===== config.mk =====
export PLATFORM = sky130hd
export DESIGN_NAME = calendar_date_stepper_core_flat
export DESIGN_NICKNAME = d
export VERILOG_FILES = /design/src/rtl/cds_pkg.sv /design/src/rtl/cds_req_if.sv /design/src/rtl/cds_rsp_if.sv /design/src/rtl/calendar_date_stepper_core.sv /design/src/rtl/cds_front.sv /design/src/rtl/cds_queue.sv /design/src/rtl/cds_back.sv /design/src/flat_wrapper.sv
export SDC_FILE = /design/constraint.sdc
export NUM_CORES = 1
export LEC_CHECK = 0
export ABC_AREA = 1
export BUFFER_PORTS_ARGS = -buffer_cell sky130_fd_sc_hd__buf_2
export CORE_ASPECT_RATIO = 2
export CORE_MARGIN = 4
export CORE_UTILIZATION = 40
export DETAILED_ROUTE_END_ITERATION = 16
export PLACE_DENSITY = 0.65
export SYNTH_ARGS = -nofsm -noshare
export SYNTH_HDL_FRONTEND = slang
export SYNTH_SLANG_ARGS = --single-unit

===== constraint.sdc =====
create_clock -name clk -period 10.2 [get_ports clk]
set_input_delay 1.53 -clock clk [delete_from_list [all_inputs] [get_ports clk]]
set_output_delay 1.53 -clock clk [all_outputs]
set_load 0.005 [all_outputs]

===== src/rtl/cds_pkg.sv =====
`timescale 1ns / 1ps
`default_nettype none
package cds_pkg;

  localparam int YEAR_W     = 14;
  localparam int DAY_W      = 5;
  localparam int MONTH_W    = 4;
  localparam int OFFSET_W   = 23;
  localparam int COUNT_W    = 22;
  localparam int CFG_ADDR_W = 3;
  localparam int CFG_DATA_W = 32;

  localparam logic [YEAR_W-1:0]  MAX_YEAR       = 14'd9999;
  localparam logic [YEAR_W-1:0]  EARLIEST_RESET = 14'd1582;
  localparam logic [MONTH_W-1:0] MONTH_JAN      = 4'd1;
  localparam logic [MONTH_W-1:0] MONTH_FEB      = 4'd2;
  localparam logic [MONTH_W-1:0] MONTH_DEC      = 4'd12;
  localparam logic [DAY_W-1:0]   DAY_FIRST      = 5'd1;
  localparam logic [DAY_W-1:0]   DAY_LAST_DEC   = 5'd31;

  // register index of earliest_year
  localparam logic REG_EARLIEST = 1'b0;

  typedef enum logic {
    ACT_ADD  = 1'b0,
    ACT_DIFF = 1'b1
  } action_t;

  typedef enum logic [1:0] {
    ST_OK    = 2'd0,
    ST_BAD_A = 2'd1,
    ST_BAD_B = 2'd2,
    ST_RANGE = 2'd3
  } status_t;

  localparam logic [1:0] ORDER_EQ     = 2'b00;
  localparam logic [1:0] ORDER_AFTER  = 2'b01;
  localparam logic [1:0] ORDER_BEFORE = 2'b11;

  typedef struct packed {
    action_t              action;
    status_t              status;
    logic [1:0]           order;
    logic                 backward;
    logic [DAY_W-1:0]     cur_d;
    logic [MONTH_W-1:0]   cur_m;
    logic [YEAR_W-1:0]    cur_y;
    logic [DAY_W-1:0]     tgt_d;
    logic [MONTH_W-1:0]   tgt_m;
    logic [YEAR_W-1:0]    tgt_y;
    logic [OFFSET_W-1:0]  steps;
  } job_t;

  typedef enum logic [1:0] {
    BK_IDLE,
    BK_LEAP,
    BK_STEP,
    BK_FINISH
  } back_state_t;

  // y / 100 by reciprocal (exact for y below 16384), then y % 100 == 0 by shift-add compare
  function automatic logic is_leap(input logic [YEAR_W-1:0] y);
    logic [26:0]       prod;
    logic [7:0]        q;
    logic [YEAR_W-1:0] hund;
    prod = 27'(y) * 27'(13'd5243);
    q    = prod[26:19];
    hund = 14'({q, 6'b0}) + 14'({q, 5'b0}) + 14'({q, 2'b0});
    return (y[1:0] == 2'b00) && ((hund != y) || (q[1:0] == 2'b00));
  endfunction

  function automatic logic [DAY_W-1:0] days_in_month(input logic [MONTH_W-1:0] m,
                                                     input logic leap);
    logic [DAY_W-1:0] n;
    unique case (m)
      4'd2:                     n = leap ? 5'd29 : 5'd28;
      4'd4, 4'd6, 4'd9, 4'd11:  n = 5'd30;
      default:                  n = 5'd31;
    endcase
    return n;
  endfunction

endpackage
`default_nettype wire


===== src/rtl/cds_req_if.sv =====
`timescale 1ns / 1ps
`default_nettype none
interface cds_req_if;
  logic        valid;
  logic        ready;
  logic        action;
  logic [4:0]  day_a;
  logic [3:0]  month_a;
  logic [13:0] year_a;
  logic [4:0]  day_b;
  logic [3:0]  month_b;
  logic [13:0] year_b;
  logic signed [22:0] offset;

  modport source (output valid, action, day_a, month_a, year_a, day_b, month_b, year_b,
                  offset, input ready);
  modport sink (input valid, action, day_a, month_a, year_a, day_b, month_b, year_b,
                offset, output ready);
endinterface
`default_nettype wire


===== src/rtl/cds_rsp_if.sv =====
`timescale 1ns / 1ps
`default_nettype none
interface cds_rsp_if;
  logic        valid;
  logic        ready;
  logic [4:0]  day_out;
  logic [3:0]  month_out;
  logic [13:0] year_out;
  logic [21:0] day_count;
  logic signed [1:0] order;
  logic [1:0]  status;

  modport source (output valid, day_out, month_out, year_out, day_count, order, status,
                  input ready);
  modport sink (input valid, day_out, month_out, year_out, day_count, order, status,
                output ready);
endinterface
`default_nettype wire


===== src/rtl/calendar_date_stepper_core.sv =====
// Each accepted word passes the front stage register, the job queue and the back end,
//   whose FSM steps |offset| days, or the day difference, one day at a time, and
//   recomputes the leap year at each year boundary crossed; this stepper sets the throughput.
// A two-entry job queue lets the front end classify the next word meanwhile.
// Reset (rst, synchronous, active high) empties the front stage, the queue and the
//   result register, and sets earliest_year to 1582.
`timescale 1ns / 1ps
`default_nettype none
module calendar_date_stepper_core #(
  parameter int QUEUE_DEPTH = 2
) (
  input  logic                           clk,
  input  logic                           rst,
  cds_req_if.sink                        req,
  cds_rsp_if.source                      rsp,
  input  logic                           psel,
  input  logic                           penable,
  input  logic                           pwrite,
  input  logic [cds_pkg::CFG_ADDR_W-1:0] paddr,
  input  logic [cds_pkg::CFG_DATA_W-1:0] pwdata,
  output logic [cds_pkg::CFG_DATA_W-1:0] prdata,
  output logic                           pready
);
  import cds_pkg::*;

  logic [YEAR_W-1:0] earliest_year;
  logic              fq_valid;
  logic              fq_ready;
  job_t              fq_job;
  logic              qb_valid;
  logic              qb_ready;
  job_t              qb_job;

  assign pready = 1'b1;
  assign prdata = (paddr[2] == REG_EARLIEST) ? CFG_DATA_W'(earliest_year) : '0;

  always_ff @(posedge clk) begin
    if (rst) begin
      earliest_year <= EARLIEST_RESET;
    end else if (psel && penable && pwrite && pready && (paddr[2] == REG_EARLIEST)) begin
      earliest_year <= pwdata[YEAR_W-1:0];
    end
  end

  cds_front u_front (
    .clk           (clk),
    .rst           (rst),
    .req           (req),
    .earliest_year (earliest_year),
    .job_valid     (fq_valid),
    .job           (fq_job),
    .job_ready     (fq_ready)
  );

  cds_queue #(
    .DEPTH (QUEUE_DEPTH)
  ) u_queue (
    .clk        (clk),
    .rst        (rst),
    .push_valid (fq_valid),
    .push_ready (fq_ready),
    .push_job   (fq_job),
    .pop_valid  (qb_valid),
    .pop_ready  (qb_ready),
    .pop_job    (qb_job)
  );

  cds_back u_back (
    .clk       (clk),
    .rst       (rst),
    .job_valid (qb_valid),
    .job_ready (qb_ready),
    .job       (qb_job),
    .rsp       (rsp)
  );

endmodule
`default_nettype wire


===== src/rtl/cds_front.sv =====
`timescale 1ns / 1ps
`default_nettype none
module cds_front (
  input  logic                       clk,
  input  logic                       rst,
  cds_req_if.sink                    req,
  input  logic [cds_pkg::YEAR_W-1:0] earliest_year,
  output logic                       job_valid,
  output cds_pkg::job_t              job,
  input  logic                       job_ready
);
  import cds_pkg::*;

  logic                s1_valid;
  logic                s1_action;
  logic [DAY_W-1:0]    s1_day_a;
  logic [MONTH_W-1:0]  s1_month_a;
  logic [YEAR_W-1:0]   s1_year_a;
  logic [DAY_W-1:0]    s1_day_b;
  logic [MONTH_W-1:0]  s1_month_b;
  logic [YEAR_W-1:0]   s1_year_b;
  logic [OFFSET_W-1:0] s1_offset;

  logic                valid_a;
  logic                valid_b;
  logic [DAY_W-1:0]    dim_a;
  logic [DAY_W-1:0]    dim_b;
  logic [22:0]         key_a;
  logic [22:0]         key_b;

  assign req.ready = !s1_valid || job_ready;
  assign job_valid = s1_valid;

  always_ff @(posedge clk) begin
    if (rst) begin
      s1_valid <= 1'b0;
    end else if (req.ready) begin
      s1_valid <= req.valid;
    end
  end

  always_ff @(posedge clk) begin
    if (req.valid && req.ready) begin
      s1_action  <= req.action;
      s1_day_a   <= req.day_a;
      s1_month_a <= req.month_a;
      s1_year_a  <= req.year_a;
      s1_day_b   <= req.day_b;
      s1_month_b <= req.month_b;
      s1_year_b  <= req.year_b;
      s1_offset  <= req.offset;
    end
  end

  always_comb begin
    dim_a   = days_in_month(s1_month_a, is_leap(s1_year_a));
    dim_b   = days_in_month(s1_month_b, is_leap(s1_year_b));
    valid_a = (s1_year_a >= earliest_year) && (s1_year_a <= MAX_YEAR) &&
              (s1_month_a >= MONTH_JAN) && (s1_month_a <= MONTH_DEC) &&
              (s1_day_a >= DAY_FIRST) && (s1_day_a <= dim_a);
    valid_b = (s1_year_b >= earliest_year) && (s1_year_b <= MAX_YEAR) &&
              (s1_month_b >= MONTH_JAN) && (s1_month_b <= MONTH_DEC) &&
              (s1_day_b >= DAY_FIRST) && (s1_day_b <= dim_b);
    key_a   = {s1_year_a, s1_month_a, s1_day_a};
    key_b   = {s1_year_b, s1_month_b, s1_day_b};
  end

  // classify: the back end only steps from cur toward tgt, or counts down steps
  always_comb begin
    job        = '0;
    job.action = action_t'(s1_action);
    job.status = ST_OK;
    if (!valid_a) begin
      job.status = ST_BAD_A;
    end else if (job.action == ACT_ADD) begin
      job.cur_d    = s1_day_a;
      job.cur_m    = s1_month_a;
      job.cur_y    = s1_year_a;
      job.backward = s1_offset[OFFSET_W-1];
      job.steps    = s1_offset[OFFSET_W-1] ? OFFSET_W'(-s1_offset) : s1_offset;
    end else if (!valid_b) begin
      job.status = ST_BAD_B;
    end else if (key_a < key_b) begin
      job.order = ORDER_BEFORE;
      job.cur_d = s1_day_a;
      job.cur_m = s1_month_a;
      job.cur_y = s1_year_a;
      job.tgt_d = s1_day_b;
      job.tgt_m = s1_month_b;
      job.tgt_y = s1_year_b;
    end else if (key_a > key_b) begin
      job.order = ORDER_AFTER;
      job.cur_d = s1_day_b;
      job.cur_m = s1_month_b;
      job.cur_y = s1_year_b;
      job.tgt_d = s1_day_a;
      job.tgt_m = s1_month_a;
      job.tgt_y = s1_year_a;
    end else begin
      job.order = ORDER_EQ;
      job.cur_d = s1_day_a;
      job.cur_m = s1_month_a;
      job.cur_y = s1_year_a;
      job.tgt_d = s1_day_b;
      job.tgt_m = s1_month_b;
      job.tgt_y = s1_year_b;
    end
  end

endmodule
`default_nettype wire


===== src/rtl/cds_queue.sv =====
`timescale 1ns / 1ps
`default_nettype none
module cds_queue #(
  parameter int DEPTH = 2
) (
  input  logic          clk,
  input  logic          rst,
  input  logic          push_valid,
  output logic          push_ready,
  input  cds_pkg::job_t push_job,
  output logic          pop_valid,
  input  logic          pop_ready,
  output cds_pkg::job_t pop_job
);
  import cds_pkg::*;

  localparam int PTR_W = $clog2(DEPTH);
  localparam int CNT_W = $clog2(DEPTH + 1);

  job_t             mem [DEPTH];
  logic [PTR_W-1:0] wr_ptr;
  logic [PTR_W-1:0] rd_ptr;
  logic [CNT_W-1:0] fill;
  logic             do_push;
  logic             do_pop;

  assign push_ready = (fill != CNT_W'(DEPTH));
  assign pop_valid  = (fill != '0);
  assign pop_job    = mem[rd_ptr];
  assign do_push    = push_valid && push_ready;
  assign do_pop     = pop_valid && pop_ready;

  always_ff @(posedge clk) begin
    if (do_push) begin
      mem[wr_ptr] <= push_job;
    end
  end

  always_ff @(posedge clk) begin
    if (rst) begin
      wr_ptr <= '0;
      rd_ptr <= '0;
      fill   <= '0;
    end else begin
      if (do_push) begin
        wr_ptr <= (wr_ptr == PTR_W'(DEPTH - 1)) ? '0 : wr_ptr + 1'b1;
      end
      if (do_pop) begin
        rd_ptr <= (rd_ptr == PTR_W'(DEPTH - 1)) ? '0 : rd_ptr + 1'b1;
      end
      if (do_push && !do_pop) begin
        fill <= fill + 1'b1;
      end else if (do_pop && !do_push) begin
        fill <= fill - 1'b1;
      end
    end
  end

endmodule
`default_nettype wire


===== src/rtl/cds_back.sv =====
`timescale 1ns / 1ps
`default_nettype none
module cds_back (
  input  logic          clk,
  input  logic          rst,
  input  logic          job_valid,
  output logic          job_ready,
  input  cds_pkg::job_t job,
  cds_rsp_if.source     rsp
);
  import cds_pkg::*;

  back_state_t         state;
  back_state_t         state_next;

  action_t             act;
  status_t             status;
  logic [1:0]          order;
  logic                backward;
  logic                leap;
  logic [DAY_W-1:0]    cur_d;
  logic [MONTH_W-1:0]  cur_m;
  logic [YEAR_W-1:0]   cur_y;
  logic [DAY_W-1:0]    tgt_d;
  logic [MONTH_W-1:0]  tgt_m;
  logic [YEAR_W-1:0]   tgt_y;
  logic [OFFSET_W-1:0] cnt;

  logic [DAY_W-1:0]    cur_d_next;
  logic [MONTH_W-1:0]  cur_m_next;
  logic [YEAR_W-1:0]   cur_y_next;
  logic [DAY_W-1:0]    dim;
  logic [MONTH_W-1:0]  prev_m;
  logic                at_end;
  logic                at_edge;
  logic                year_wrap;
  logic                out_free;
  logic                load_out;

  logic                out_valid;
  logic [DAY_W-1:0]    out_day;
  logic [MONTH_W-1:0]  out_month;
  logic [YEAR_W-1:0]   out_year;
  logic [COUNT_W-1:0]  out_count;
  logic [1:0]          out_order;
  logic [1:0]          out_status;

  assign rsp.valid     = out_valid;
  assign rsp.day_out   = out_day;
  assign rsp.month_out = out_month;
  assign rsp.year_out  = out_year;
  assign rsp.day_count = out_count;
  assign rsp.order     = out_order;
  assign rsp.status    = out_status;

  assign out_free = !out_valid || rsp.ready;

  // one-day step, forward or backward
  always_comb begin
    dim    = days_in_month(cur_m, leap);
    prev_m = cur_m - 1'b1;
    at_end = (act == ACT_ADD) ? (cnt == '0)
                              : ((cur_d == tgt_d) && (cur_m == tgt_m) && (cur_y == tgt_y));
    cur_d_next = cur_d;
    cur_m_next = cur_m;
    cur_y_next = cur_y;
    year_wrap  = 1'b0;
    if (!backward) begin
      at_edge = (cur_y == MAX_YEAR) && (cur_m == MONTH_DEC) && (cur_d == DAY_LAST_DEC);
      if (cur_d == dim) begin
        cur_d_next = DAY_FIRST;
        if (cur_m == MONTH_DEC) begin
          cur_m_next = MONTH_JAN;
          cur_y_next = cur_y + 1'b1;
          year_wrap  = 1'b1;
        end else begin
          cur_m_next = cur_m + 1'b1;
        end
      end else begin
        cur_d_next = cur_d + 1'b1;
      end
    end else begin
      at_edge = (cur_y == '0) && (cur_m == MONTH_JAN) && (cur_d == DAY_FIRST);
      if (cur_d == DAY_FIRST) begin
        if (cur_m == MONTH_JAN) begin
          cur_d_next = DAY_LAST_DEC;
          cur_m_next = MONTH_DEC;
          cur_y_next = cur_y - 1'b1;
          year_wrap  = 1'b1;
        end else begin
          cur_d_next = days_in_month(prev_m, leap);
          cur_m_next = prev_m;
        end
      end else begin
        cur_d_next = cur_d - 1'b1;
      end
    end
  end

  always_comb begin
    state_next = state;
    unique case (state)
      BK_IDLE: begin
        if (job_valid) begin
          state_next = (job.status != ST_OK) ? BK_FINISH : BK_LEAP;
        end
      end
      BK_LEAP: begin
        state_next = BK_STEP;
      end
      BK_STEP: begin
        if (at_end || at_edge) begin
          state_next = BK_FINISH;
        end else if (year_wrap) begin
          state_next = BK_LEAP;
        end
      end
      BK_FINISH: begin
        if (out_free) begin
          state_next = BK_IDLE;
        end
      end
      default: state_next = BK_IDLE;
    endcase
  end

  always_comb begin
    job_ready = (state == BK_IDLE);
    load_out  = (state == BK_FINISH) && out_free;
  end

  always_ff @(posedge clk) begin
    if (rst) begin
      state     <= BK_IDLE;
      out_valid <= 1'b0;
    end else begin
      state <= state_next;
      if (load_out) begin
        out_valid <= 1'b1;
      end else if (rsp.ready) begin
        out_valid <= 1'b0;
      end
    end
  end

  always_ff @(posedge clk) begin
    unique case (state)
      BK_IDLE: begin
        if (job_valid) begin
          act      <= job.action;
          status   <= job.status;
          order    <= job.order;
          backward <= job.backward;
          cur_d    <= job.cur_d;
          cur_m    <= job.cur_m;
          cur_y    <= job.cur_y;
          tgt_d    <= job.tgt_d;
          tgt_m    <= job.tgt_m;
          tgt_y    <= job.tgt_y;
          cnt      <= (job.action == ACT_ADD) ? job.steps : '0;
        end
      end
      BK_LEAP: begin
        leap <= is_leap(cur_y);
      end
      BK_STEP: begin
        if (!at_end) begin
          if (at_edge) begin
            status <= ST_RANGE;
          end else begin
            cur_d <= cur_d_next;
            cur_m <= cur_m_next;
            cur_y <= cur_y_next;
            cnt   <= (act == ACT_ADD) ? cnt - 1'b1 : cnt + 1'b1;
          end
        end
      end
      BK_FINISH: begin
        if (out_free) begin
          out_status <= status;
          if ((status == ST_OK) && (act == ACT_ADD)) begin
            out_day   <= cur_d;
            out_month <= cur_m;
            out_year  <= cur_y;
          end else begin
            out_day   <= '0;
            out_month <= '0;
            out_year  <= '0;
          end
          if ((status == ST_OK) && (act == ACT_DIFF)) begin
            out_count <= cnt[COUNT_W-1:0];
            out_order <= order;
          end else begin
            out_count <= '0;
            out_order <= ORDER_EQ;
          end
        end
      end
      default: begin
      end
    endcase
  end

endmodule
`default_nettype wire


===== src/flat_wrapper.sv =====
// flat-port wrapper written by rule: the top's interface ports become plain ports
module calendar_date_stepper_core_flat import cds_pkg::*;
#(
  parameter int QUEUE_DEPTH = 2
)
  (clk, rst, psel, penable, pwrite, paddr, pwdata, prdata, pready, req_valid, req_action, req_day_a, req_month_a, req_year_a, req_day_b, req_month_b, req_year_b, req_offset, req_ready, rsp_valid, rsp_day_out, rsp_month_out, rsp_year_out, rsp_day_count, rsp_order, rsp_status, rsp_ready);
  cds_req_if req_i ();
  cds_rsp_if rsp_i ();
  input  logic clk;
  input  logic rst;
  input  logic psel;
  input  logic penable;
  input  logic pwrite;
  input  logic [cds_pkg::CFG_ADDR_W-1:0] paddr;
  input  logic [cds_pkg::CFG_DATA_W-1:0] pwdata;
  output logic [cds_pkg::CFG_DATA_W-1:0] prdata;
  output logic pready;
  input wire logic [$bits(req_i.valid)-1:0] req_valid;
  input wire logic [$bits(req_i.action)-1:0] req_action;
  input wire logic [$bits(req_i.day_a)-1:0] req_day_a;
  input wire logic [$bits(req_i.month_a)-1:0] req_month_a;
  input wire logic [$bits(req_i.year_a)-1:0] req_year_a;
  input wire logic [$bits(req_i.day_b)-1:0] req_day_b;
  input wire logic [$bits(req_i.month_b)-1:0] req_month_b;
  input wire logic [$bits(req_i.year_b)-1:0] req_year_b;
  input wire logic [$bits(req_i.offset)-1:0] req_offset;
  output wire logic [$bits(req_i.ready)-1:0] req_ready;
  output wire logic [$bits(rsp_i.valid)-1:0] rsp_valid;
  output wire logic [$bits(rsp_i.day_out)-1:0] rsp_day_out;
  output wire logic [$bits(rsp_i.month_out)-1:0] rsp_month_out;
  output wire logic [$bits(rsp_i.year_out)-1:0] rsp_year_out;
  output wire logic [$bits(rsp_i.day_count)-1:0] rsp_day_count;
  output wire logic [$bits(rsp_i.order)-1:0] rsp_order;
  output wire logic [$bits(rsp_i.status)-1:0] rsp_status;
  input wire logic [$bits(rsp_i.ready)-1:0] rsp_ready;
  assign req_i.valid = req_valid;
  assign req_i.action = req_action;
  assign req_i.day_a = req_day_a;
  assign req_i.month_a = req_month_a;
  assign req_i.year_a = req_year_a;
  assign req_i.day_b = req_day_b;
  assign req_i.month_b = req_month_b;
  assign req_i.year_b = req_year_b;
  assign req_i.offset = req_offset;
  assign req_ready = req_i.ready;
  assign rsp_valid = rsp_i.valid;
  assign rsp_day_out = rsp_i.day_out;
  assign rsp_month_out = rsp_i.month_out;
  assign rsp_year_out = rsp_i.year_out;
  assign rsp_day_count = rsp_i.day_count;
  assign rsp_order = rsp_i.order;
  assign rsp_status = rsp_i.status;
  assign rsp_i.ready = rsp_ready;
  calendar_date_stepper_core #(.QUEUE_DEPTH(QUEUE_DEPTH)) u_core (.clk(clk), .rst(rst), .req(req_i), .rsp(rsp_i), .psel(psel), .penable(penable), .pwrite(pwrite), .paddr(paddr), .pwdata(pwdata), .prdata(prdata), .pready(pready));
endmodule

==> results.json <==
{
  "run_status": "finished, final reports clean",
  "synth.area.mux_share": 0.00351,
  "finish.net_count": 4300,
  "clkLatencyLatePin_ns": 0.56,
  "whs_path_depth": 0,
  "skew_final_ns": 0.0178,
  "core-area_sq_mm": 0.0780,
  "synth_simple_gate_area_share": 0.137,
  "synth-edff-count": 345,
  "postSynthRegisterBits": 368,
  "syn2layout_area_growth_pct": 11.0,
  "r2r_slack_ns": 0.74,
  "timing.setup.critical_path_class": "reg2reg",
  "floorplan.rows": 145,
  "post_route_fraction_of_the_period_consumed_by_the_critical_path": 0.928,
  "postRouteWirelength_um": 82900,
  "syn_inst": 3340,
  "worst-path-stages": 46,
  "ys_seq_area_frac": 0.345,
  "mappedNetlistArea_sq_mm": 0.0314,
  "gp_congestion": 0.948,
  "synthArstFlopShare": 0,
  "slowest_stage": "sky130_fd_sc_hd__edfxtp_1",
  "cp_max_fo": 48,
  "grt_overflow": 0,
  "synth_compound_area_frac": 0.0924,
  "transition_time_of_the_tightest_slew_check_pin_ns": 1.14,
  "ff2ff_path_depth": 46,
  "drive_above_1_share": 0.0906,
  "vias": 23200,
  "wire_length_of_the_first_global_routing_pass_um": 129000,
  "detail_route.drc_violations": 0,
  "cp_top_family": "adder cells",
  "cts-htree-levels": 2,
  "capturing_element_type_of_the_critical_path": "flop",
  "tot_gr_track_use": 0.200,
  "synth-warning-count": 0,
  "unrepaired_setup_endpoints_after_global_routing": "no",
  "first_global_vias": 24100,
  "synth-adder-area-share": 0.312,
  "final_cell_mix": "sky130_fd_sc_hd__inv_1 (592), sky130_fd_sc_hd__nand2_1 (575), sky130_fd_sc_hd__ha_1 (453)",
  "most_common_library_cell_in_the_layout_ignoring_fill_and_taps": "sky130_fd_sc_hd__inv_1",
  "rr_endpoint": "u_core.u_queue.mem[0][33]$_DFFE_PP_",
  "cts_repair_resize_count": 0,
  "worst-path-buf-inv": 6,
  "dominantRegCellSynth": "sky130_fd_sc_hd__edfxtp_1",
  "report.final.setup_viol": 0,
  "synthesis.area_per_instance_sq_um": 9.40,
  "clkSlewWorstSetupHoldPaths_ns": 0.06,
  "final_critical_path_time_including_i_o_delays_and_setup_ns": 9.46,
  "cts_root_buffer": "sky130_fd_sc_hd__clkbuf_16",
  "die_area_sq_mm": 0.0833,
  "half_perimeter_wire_length_after_detailed_placement_um": 67800,
  "use_met1": 0.213,
  "timing.final.max_slew_violations": 0,
  "critical_path_required_ns": 10.58,
  "cts_inserted_buffers": 38,
  "clk_path_buf_depth": 3,
  "boundaryPins": 196,
  "finalHoldViolCount": 0,
  "cts_tree": "built",
  "antenna_violating_nets_post_route": 0,
  "global_route.usage.met3": 0.0241,
  "crit_top_cell": "sky130_fd_sc_hd__nand2_1",
  "overall_die_width_um": 206,
  "grt_antenna_before_repair": 3,
  "timing.max_slew.rel_slack": 0.237,
  "port-buffer-count": 156,
  "worstReg2RegStart": "u_core.u_front.s1_year_a[8]$_DFFE_PP_",
  "grt_use_met2": 0.371,
  "detail_route.wl_per_cell_um": 18.1,
  "fill_cells": 7661,
  "synth_xor_xnor_area_share": 0.0251,
  "worst_setup_path_start_kind": "flop",
  "worst-endpoint-arrival_ns": 9.84,
  "pin_count_of_the_biggest_net_entering_global_routing": 77,
  "first_drt_iteration_drcs": 1035,
  "grt_busiest_layer": "met2",
  "worst_path_largest_cell_delay_ns": 0.80,
  "initial_core_util": 0.402,
  "combinational_family_with_the_most_area_after_synthesis": "adder cells",
  "synth.lib_cells_used.distinct": 60,
  "drv.max_cap_violation_count": 0,
  "holdPathEnd": "u_core.u_back.rsp.status[0]$_DFFE_PP_",
  "drt-pass1-iter-count": 8,
  "worstHoldStart": "u_core.u_back.status[0]$_SDFFCE_PP1P_",
  "vias_per_cell": 5.07,
  "tritoncts_num_sinks": 368,
  "chip_height_um": 404,
  "totalNegativeSetupSlack_ns": 0,
  "max_freq_mhz": 106,
  "hold_path_class": "reg2reg"
}
-- logic make-up after synthesis --
logic type | count (synthesis)
adders and majority gates | 659
DFF | 368
other | 2
muxes | 11
and+or+nand+nor | 1041
xor gates and xnor gates | 90
AOI/OAI and AO/OA | 493
buffers and inverters | 676
-- metrics by stage --
stage	util	instance area, sq um	setup WS (ns)	hold slack, ns	std cells
floorplan	-	31500	2.21	0.426	3357
global placement	0.430	33500	0.816	0.435	4515
detailed placement	0.430	33500	0.657	0.439	4515
CTS	0.446	34800	0.657	0.454	4582
global route	0.447	34800	0.0121	0.477	4585
finish	0.447	34800	0.738	0.450	4586
-- registers in the layout (all words and copies together), names as in the netlist, 4 cells and up, named ones only --
name / count
u_core.u_back.cnt: 23
u_core.u_back.tgt_d: 5
u_core.u_back.rsp.month_out: 4
u_core.u_front.s1_year_a: 14
u_core.u_queue.mem: 150
u_core.u_back.cur_y: 14
u_core.u_back.cur_m: 4
u_core.u_front.s1_day_a: 5
u_core.u_back.tgt_y: 14
u_core.u_back.tgt_m: 4
u_core.u_front.s1_year_b: 14
u_core.u_front.s1_day_b: 5
u_core.u_front.s1_month_b: 4
u_core.u_back.rsp.year_out: 14
u_core.u_back.rsp.day_out: 5
u_core.u_front.s1_month_a: 4
u_core.u_front.s1_offset: 23
u_core.u_back.cur_d: 5
u_core.earliest_year: 14
u_core.u_back.rsp.day_count: 22
-- synthesized netlist by cell type (all sizes together) (24+ instances only) --
library cell,number,area (sq um)
buf,35,259
clkbuf,38,143
nand2,580,2190
o21ai,163,820
nand3,118,596
a21oi,215,1080
xnor2,42,368
nand4,34,213
nor3,24,140
o211ai,34,355
ha,453,5670
xor2,48,420
fa,206,4120
edfxtp,345,10400
inv,599,2250
nor2,253,962
-- final cells by class --
cell class                      instances  area [sq um]  area share
Sequential cell                       368         10800       0.311
Clock inverter                         18           233     0.00668
Inverter                              603          2260      0.0650
Tap cell                             1029          1290      0.0370
Multi-Input combinational cell       2313         18000       0.517
Antenna cell                            1          2.50   0.0000718
Clock buffer                           49          1060      0.0306
Timing Repair Buffer                  205          1160      0.0333
-- repair_timing --
action	4_1_cts	5_1_grt
setup buffers	0	3
endpoints found under the setup margin	0	49
hold buffers	0	0
-- worst max-delay path by stage --
stage	start	endpoint
6_report	u_core.u_front.s1_year_a[8]$_DFFE_PP_	u_core.u_queue.mem[0][33]$_DFFE_PP_
5_1_grt	u_core.u_front.s1_year_a[8]$_DFFE_PP_	u_core.u_queue.mem[1][23]$_DFFE_PP_
4_1_cts	u_core.u_front.s1_year_a[10]$_DFFE_PP_	u_core.u_queue.mem[1][23]$_DFFE_PP_
3_5_place_dp	u_core.u_front.s1_year_a[10]$_DFFE_PP_	u_core.u_queue.mem[0][23]$_DFFE_PP_
3_3_place_gp	u_core.u_front.s1_year_a[10]$_DFFE_PP_	u_core.u_queue.mem[0][23]$_DFFE_PP_
2_1_floorplan	u_core.u_front.s1_year_a[11]$_DFFE_PP_	u_core.u_queue.mem[0][57]$_DFFE_PP_
-- layer usage --
layer / up-vias / wire (um)
met3: 240 / 3310
li1: 11400 / -
met4: 2 / 6060
met5: - / 14
met1: 11000 / 29900
met2: 595 / 43700
Power is left out: the tool's default activity adds up to more than one toggle a clock period on the data nets, which glitch-free logic cannot reach.
